`config.mk`:
```
export PLATFORM = sky130hd
export DESIGN_NAME = fscrs_mul
export DESIGN_NICKNAME = d
export VERILOG_FILES = /design/src/design/fscrs_pkg.sv /design/src/design/fscrs_mul.sv
export SDC_FILE = /design/constraint.sdc
export NUM_CORES = 2
export LEC_CHECK = 0
export BUFFER_PORTS_ARGS = -buffer_cell sky130_fd_sc_hd__buf_2
export CAP_MARGIN = 20
export CORE_UTILIZATION = 30
export CTS_CLUSTER_DIAMETER = 40
export DETAILED_ROUTE_END_ITERATION = 8
export GPL_ROUTABILITY_DRIVEN = 0
export PLACE_DENSITY_LB_ADDON = 0.12
export RECOVER_POWER = 100
export REMOVE_ABC_BUFFERS = 1
export SLEW_MARGIN = 20
export SYNTH_ARGS = -nofsm -noshare
export SYNTH_HDL_FRONTEND = slang
export SYNTH_SLANG_ARGS = --single-unit
```
`constraint.sdc`:
```
create_clock -name aclk -period 10.8 [get_ports aclk]
set_input_delay 1.08 -clock aclk [delete_from_list [all_inputs] [get_ports aclk]]
set_output_delay 1.08 -clock aclk [all_outputs]
set_load 0.01 [all_outputs]
```
`src/design/fscrs_pkg.sv`:
```
// shared types and constants for the float sign-change root sweep
package fscrs_pkg;

    // binary32 encodings
    localparam logic [31:0] SIGN_MASK = 32'h8000_0000;
    localparam logic [31:0] QNAN      = 32'h7FC0_0000;
    localparam logic [7:0]  EXP_MAX   = 8'hFF;

    // configuration register reset values (1.1 and 2.2)
    localparam logic [31:0] RESET_OFFSET_A = 32'h3F8C_CCCD;
    localparam logic [31:0] RESET_OFFSET_B = 32'h400C_CCCD;

    // configuration register indexes
    typedef logic [7:0] cfg_idx_t;
    localparam cfg_idx_t REG_OFFSET_A = 8'd0;
    localparam cfg_idx_t REG_OFFSET_B = 8'd1;

    // special-value classification that rides along the arithmetic pipes
    typedef struct packed {
        logic nan;
        logic inf;
        logic sgn;
    } spec_t;

endpackage

```
`src/design/fscrs_mul.sv`:
```
// four-stage binary32 multiplier, round to nearest even, subnormals kept
module fscrs_mul (
    input  logic        aclk,
    input  logic        en,
    input  logic [31:0] op_a,
    input  logic [31:0] op_b,
    output logic [31:0] prod
);

    // stage 1: classify and multiply significands
    logic               nan_a, nan_b, inf_a, inf_b, zero_a, zero_b;
    logic [7:0]         e_a, e_b;
    logic [23:0]        sig_a, sig_b;
    logic [8:0]         e_add;
    logic signed [10:0] e_raw;
    fscrs_pkg::spec_t   spec1;
    logic               zero1;

    always_comb begin
        nan_a  = (op_a[30:23] == fscrs_pkg::EXP_MAX) && (op_a[22:0] != 23'd0);
        nan_b  = (op_b[30:23] == fscrs_pkg::EXP_MAX) && (op_b[22:0] != 23'd0);
        inf_a  = (op_a[30:23] == fscrs_pkg::EXP_MAX) && (op_a[22:0] == 23'd0);
        inf_b  = (op_b[30:23] == fscrs_pkg::EXP_MAX) && (op_b[22:0] == 23'd0);
        zero_a = (op_a[30:0] == 31'd0);
        zero_b = (op_b[30:0] == 31'd0);
        spec1.nan = nan_a || nan_b || (inf_a && zero_b) || (inf_b && zero_a);
        spec1.inf = !spec1.nan && (inf_a || inf_b);
        spec1.sgn = op_a[31] ^ op_b[31];
        zero1     = zero_a || zero_b;
        e_a   = (op_a[30:23] == 8'd0) ? 8'd1 : op_a[30:23];
        e_b   = (op_b[30:23] == 8'd0) ? 8'd1 : op_b[30:23];
        sig_a = {op_a[30:23] != 8'd0, op_a[22:0]};
        sig_b = {op_b[30:23] != 8'd0, op_b[22:0]};
        e_add = {1'b0, e_a} + {1'b0, e_b};
        e_raw = $signed({2'b00, e_add}) - 11'sd126;
    end

    logic [47:0]        s1_p_reg;
    logic signed [10:0] s1_e_reg;
    logic               s1_zero_reg;
    fscrs_pkg::spec_t   s1_spec_reg;

    always_ff @(posedge aclk) begin
        if (en) begin
            s1_p_reg    <= sig_a * sig_b;
            s1_e_reg    <= e_raw;
            s1_zero_reg <= zero1;
            s1_spec_reg <= spec1;
        end
    end

    // stage 2: leading zero count and shift plan
    logic [5:0]         lz;
    logic signed [11:0] e_ext, e_lz, r_amt;
    logic               left;
    logic [5:0]         sh;
    logic [9:0]         nexp;

    always_comb begin
        lz = 6'd48;
        for (int i = 0; i < 48; i++) begin
            if (s1_p_reg[i]) lz = 6'(47 - i);
        end
        e_ext = {s1_e_reg[10], s1_e_reg};
        e_lz  = e_ext - $signed({6'b000000, lz});
        r_amt = 12'sd1 - e_ext;
        if (e_lz >= 12'sd1) begin
            left = 1'b1;
            sh   = lz;
            nexp = e_lz[9:0];
        end else if (e_ext >= 12'sd1) begin
            left = 1'b1;
            sh   = 6'(e_ext - 12'sd1);
            nexp = 10'd1;
        end else begin
            left = 1'b0;
            sh   = (r_amt > 12'sd50) ? 6'd50 : r_amt[5:0];
            nexp = 10'd1;
        end
    end

    logic [47:0]        s2_p_reg;
    logic               s2_left_reg, s2_zero_reg;
    logic [5:0]         s2_sh_reg;
    logic [9:0]         s2_exp_reg;
    fscrs_pkg::spec_t   s2_spec_reg;

    always_ff @(posedge aclk) begin
        if (en) begin
            s2_p_reg    <= s1_p_reg;
            s2_left_reg <= left;
            s2_sh_reg   <= sh;
            s2_exp_reg  <= nexp;
            s2_zero_reg <= s1_zero_reg;
            s2_spec_reg <= s1_spec_reg;
        end
    end

    // stage 3: normalize or denormalize with sticky collection
    logic [47:0] nval;
    logic        nst;

    always_comb begin
        if (s2_left_reg) begin
            nval = s2_p_reg << s2_sh_reg;
            nst  = 1'b0;
        end else begin
            nval = s2_p_reg >> s2_sh_reg;
            nst  = ((nval << s2_sh_reg) != s2_p_reg);
        end
    end

    logic [47:0]        s3_n_reg;
    logic               s3_st_reg, s3_zero_reg;
    logic [9:0]         s3_exp_reg;
    fscrs_pkg::spec_t   s3_spec_reg;

    always_ff @(posedge aclk) begin
        if (en) begin
            s3_n_reg    <= nval;
            s3_st_reg   <= nst;
            s3_exp_reg  <= s2_exp_reg;
            s3_zero_reg <= s2_zero_reg;
            s3_spec_reg <= s2_spec_reg;
        end
    end

    // stage 4: round to nearest even and pack
    logic        sticky, rnd_up;
    logic [24:0] mant;
    logic [23:0] mfin;
    logic [9:0]  efin;
    logic [7:0]  efld;
    logic [31:0] prod_next;

    always_comb begin
        sticky = (|s3_n_reg[22:0]) | s3_st_reg;
        rnd_up = s3_n_reg[23] & (sticky | s3_n_reg[24]);
        mant   = {1'b0, s3_n_reg[47:24]} + {24'd0, rnd_up};
        if (mant[24]) begin
            mfin = mant[24:1];
            efin = s3_exp_reg + 10'd1;
        end else begin
            mfin = mant[23:0];
            efin = s3_exp_reg;
        end
        efld = mfin[23] ? efin[7:0] : 8'd0;
        if (s3_spec_reg.nan) begin
            prod_next = fscrs_pkg::QNAN;
        end else if (s3_spec_reg.inf) begin
            prod_next = {s3_spec_reg.sgn, fscrs_pkg::EXP_MAX, 23'd0};
        end else if (s3_zero_reg) begin
            prod_next = {s3_spec_reg.sgn, 31'd0};
        end else if (efin >= 10'd255) begin
            prod_next = {s3_spec_reg.sgn, fscrs_pkg::EXP_MAX, 23'd0};
        end else begin
            prod_next = {s3_spec_reg.sgn, efld, mfin[22:0]};
        end
    end

    logic [31:0] prod_reg;

    always_ff @(posedge aclk) begin
        if (en) begin
            prod_reg <= prod_next;
        end
    end

    assign prod = prod_reg;

endmodule

```
# After elaboration in Yosys (flattened, before gate mapping)
# Index checks and enable logic that the tools add are counted.
word_totals:
  output_inout_bits: 32
  register_bits: 226
  elab_cells: 133
op_classes:
  magnitude_cmp: 4
  muxes: 61
  bitwise_logic: 4
  shift: 3
  n_eq_ne: 3
  n_reduce_logical: 26
  n_addsub: 7
  mul: 1
ops:
  columns: ["op", "n"]
  rows:
  - ["$mux 6", 50]
  - ["$shl 48x6->48", 2]
  - ["$logic_not 31->1", 2]
  - ["$mux 31", 2]
  - ["$mul 24x24->48", 1]
  - ["$mux 48", 1]
  - ["$ne 48x48->1", 1]
  - ["$shr 48x6->48", 1]
  - ["$logic_not 23->1", 2]
  - ["$reduce_bool 23->1", 2]
  - ["$add 24x1->25", 1]
  - ["$mux 24", 1]
  - ["$mux 8", 3]
  - ["$mux 23", 1]
  - ["$reduce_or 23->1", 1]
  - ["$eq 8x8->1 const B", 2]
  - ["$logic_not 8->1", 2]
  - ["$reduce_bool 8->1", 2]
  - ["$ge 12x2->1 const B", 1]
  - ["$gt 12x7->1 const B", 1]
  - ["$sub 10x7->11", 1]
  - ["$sub 2x10->11 const A", 1]
  - ["$add 10x1->10 const B", 1]
  - ["$ge 10x2->1 const B", 1]
  - ["other kinds (15)", 26]

# Logic depth before layout (Yosys ltp)
depth:
  depth_word: 51
  ltp_mapped: 28
  ltp_nobuf: 27

# Least setup slack after synthesis
# Ideal clock, no wire load.
synth_timing:
  path_type: "input port to flip-flop"
  start: "in op_a[26]"
  end: "reg s1_p_reg[44], data pin"
  t_required_ns: 10.541
  t_arrival_ns: 7.696
  setup_slack_ns: 2.845
  stages: 25
  setup_time_ns: 0.259
  path_cell_list: "nor4_1 > nand2_1 > clkbuf_1 > and2_1 > fa_1 > fa_1 > fa_1 > inv_1 > fa_1 > fa_1 > fa_1 > inv_1 > fa_1 > ha_1 > a21o_1 > a21o_1 > a21o_1 > a21oi_1 > o21a_1 > a311oi_1 > o21ai_0 > o311ai_0 > a31o_2 > a21oi_1 > xnor2_1"
synth_between:
  elab_chain_len: 2
synth_rtl:
  columns: ["element", "line_no", "text"]
  rows:
  - ["from (decl)", "fscrs_mul.sv:5", "input logic [31:0] op_a,"]
  - ["$reduce_bool 8->1", "fscrs_mul.sv:32", "sig_a = {op_a[30:23] != 8'd0, op_a[22:0]};"]
  - ["$mul 24x24->48", "fscrs_mul.sv:45", "s1_p_reg <= sig_a * sig_b;"]
  - ["to (signal assigned)", "fscrs_mul.sv:45", null]
  - ["to (decl)", "fscrs_mul.sv:38", "logic [47:0] s1_p_reg;"]
# Every way passes these cells.
# A chain may end at the register's enable or synchronous reset.

# Worst setup path in the final report
# Same ends and word-level chain as after synthesis.

==> metrics <==
warnings from Yosys 0; drt drc 0; hold_ws 0.410 ns; Max-cap violations 5; Clock Tree Buf Depth 3; Synth Instances 4,299; Finish-stage setup viols 0; initial DRC count 3,710; slowest stage delay, CP 0.67 ns; Hold Path Origin s2_spec_reg[1]$_DFFE_PP_; worst hold stages 0; clock-pin slew on the worst setup and hold paths 0.05 ns; setup TNS 0 ns; Final Hold Viols 0; Overflow after GRT 0; total track usage 23.9%; cell taking the most area after synthesis fa_1; Max Slew Vio Count 249; Synth cell types 95; Vias/cell 5.63; Post-synth ARST share 0%; Tcrit/Tclk final 81.5%; CTS Buf Count 35; number of H-tree levels 2; status finished with violations; top post-synthesis cells by area fa_1, edfxtp_1, ha_1, nand2_1, inv_1; Crit path top cell by count fa_1; register area share after synthesis 17.7%; HPWL Detailed 117 mm; kind of critical path in -> reg; Crit Reg-Reg Endpoint s3_st_reg$_SDFFCE_PP0P_; HP Class reg -> reg; Initial Util 30.4%; area grow syn2layout 7.76%; I/O pins 98; Pre-Repair DR Iteration Count 8; Reg2Reg Depth 14; Post-synth EDFFs 226; DIE AREA 0.129 mm^2; Yosys top cell area share 25.3%; actual slew at the worst max-slew pin 4.50 ns; fmax 0.114 GHz; cell family with most CP delay adder cells; pre-CTS worst setup slack 2.06 ns; Core Rows 130; TritonCTS clock tree built; largest net degree at the start of global routing 107; via count 33,100; postcts setup bufs 0; final worst slack 2.00 ns; ANT nets after route 0; Mapped Area 0.0383 mm^2; Die W 359 um; Worst R2R Start s2_sh_reg[1]$_DFFE_PP_; vias in the first global route 33,300; Port Buffers 97; Skew-Pair Late Insertion Delay 0.57 ns; clock root cell clkbuf_16; Worst Hold End s3_spec_reg[1]$_DFFE_PP_; Max transition margin -200%; failing checks capacitance limit, slew limit; Worst EP required 11.08 ns; Most used DFF post-synth edfxtp_1; RSZ-0062 raised after global routing false; final layout net count 4,954; #FFs+latches synth 226; reg-to-reg setup timing slack 2.69 ns; drt wl/cell 26.7 um; CTS sink cnt 226; CP Cell Sequence clkbuf_1, nor4_1, nand2_1, clkbuf_1, and2_0, fa_1, fa_1, fa_1, inv_1, fa_1, fa_1, fa_1, inv_1, fa_1, ha_1, and3_1, nand3_1, o21a_1, a311oi_1, o21ai_0, o311ai_0, a31o_2, a21oi_1, xnor2_1; CP Capture Type flip-flop; Hold-fix buffers, CTS 0; buffers and inverters on the worst path 4; die height 359 um; overall routed net length 157 mm; Tmin final 8.80 ns; maximum net fanout on the critical path 25; Core Area 0.126 mm^2; ANT cells 0; layout cells sized above 1 7.61%; syn_area_per_cell 8.90 um^2; Worst setup SP type input pin; post-layout util 32.7%; Clock Skews 0.0332 ns; initial antenna violation count 7; Resized cells post-CTS 0; critical path arrival 9.08 ns; first-pass GRT wire length 231 mm; Worst path slowest cell clkbuf_1
==> layout by cell type, fill, tap and decap left out, drive strengths merged, types with 24 or more instances in the layout <==
| cell | instances |
|---|---|
| xnor2 | 48 |
| nand4 | 26 |
| nand3 | 80 |
| a31oi | 25 |
| o21a | 24 |
| nand2b | 34 |
| mux4 | 47 |
| nor4 | 40 |
| xor2 | 40 |
| fa | 484 |
| ha | 200 |
| o21ai | 173 |
| edfxtp | 226 |
| clkbuf | 86 |
| nand2 | 578 |
| mux2i | 130 |
| and2 | 234 |
| mux2 | 58 |
| nor2 | 260 |
| a21o | 33 |
| o22ai | 59 |
| a22oi | 41 |
| buf | 117 |
| a211oi | 39 |
| o211ai | 41 |
| nor3 | 60 |
| inv | 537 |
| a21oi | 162 |
==> worst register-to-register path: stages, from the launching register on <==
cell and delay [ns]:
edfxtp_1 0.77, buf_12 0.40, clkbuf_1 1.46, mux2i_1 0.45, mux4_2 0.64, a221oi_2 0.28, nor3b_1 0.92, nor3_1 0.16
a2111oi_0 1.15, o21ai_0 0.26, o2111ai_1 0.22, o2111ai_1 0.20, a2111oi_2 0.31, nand4_1 0.13, o41a_1 0.50
==> synthesized netlist by cell type (all sizes together) (14+ instances only) <==
cell,instances
clkbuf,224
inv,531
o211ai,41
mux4,47
fa,484
nor3,60
buf,73
and2,234
nor2,260
or2,15
a21oi,162
nand2,578
o31ai,18
nand4,26
a22o,23
o221ai,23
nor2b,23
a211oi,39
xor2,40
o21ai,173
a221oi,19
a22oi,41
mux2,58
o22ai,59
nand3,80
a2111oi,14
ha,200
or3,15
a31oi,25
xnor2,48
edfxtp,226
a21o,33
o2111ai,18
o21a,24
nor4,40
and3,17
mux2i,130
nand2b,34
o21bai,15
==> kinds of logic after synthesis <==
family | share of synthesized area [%]
AOI/OAI and AO/OA | 14.8
xor gates and xnor gates | 2.01
adders and majority gates | 31.9
buffers and inverters | 8.49
DFF | 17.7
muxes | 7.89
and+or+nand+nor | 17.3
==> layout make-up <==
type | count | area, um^2
Fill cell | 13400 | 84800
Clock inverter | 25 | 280
Clock buffer | 38 | 887
Multi-Input combinational cell | 3243 | 28300
Sequential cell | 226 | 6790
Timing Repair Buffer | 165 | 966
Inverter | 533 | 2000
Tap cell | 1650 | 2060
==> through the flow <==
step / cells / instance area [um^2]
finish: 5880 / 41200
global route: 5880 / 41200
CTS: 5879 / 41300
detailed placement: 5816 / 40100
global placement: 5816 / 40100
floorplan: 4002 / 37000
==> routing by layer <==
metal  wire (um)  track usage (%)  part of all wire (%)  up-vias
li1            -                -                     -    14500
met1       66000             31.7                    42    16400
met2       69000             37.2                    44     1693
met3       12700             4.48                   8.1      492
met4        9330             11.9                   5.9        8
met5          66                0                 0.042        -
==> worst max path at each step <==
stage	start	cells past startpoint	to	slack, ns
after detailed placement	op_a[10]	27	s1_p_reg[47]$_DFFE_PP_	2.06
after floorplan	s2_sh_reg[1]$_DFFE_PP_	12	s3_st_reg$_SDFFCE_PP0P_	1.47
after global routing	op_a[26]	26	s1_p_reg[46]$_DFFE_PP_	1.53
final	op_a[26]	24	s1_p_reg[44]$_DFFE_PP_	2.00
after global placement	op_b[29]	25	s1_p_reg[44]$_DFFE_PP_	2.10
after CTS	op_a[10]	27	s1_p_reg[47]$_DFFE_PP_	2.64
Power is not shown: default switching activity piles up to over one toggle a cycle in this logic, so the estimate is an artifact.
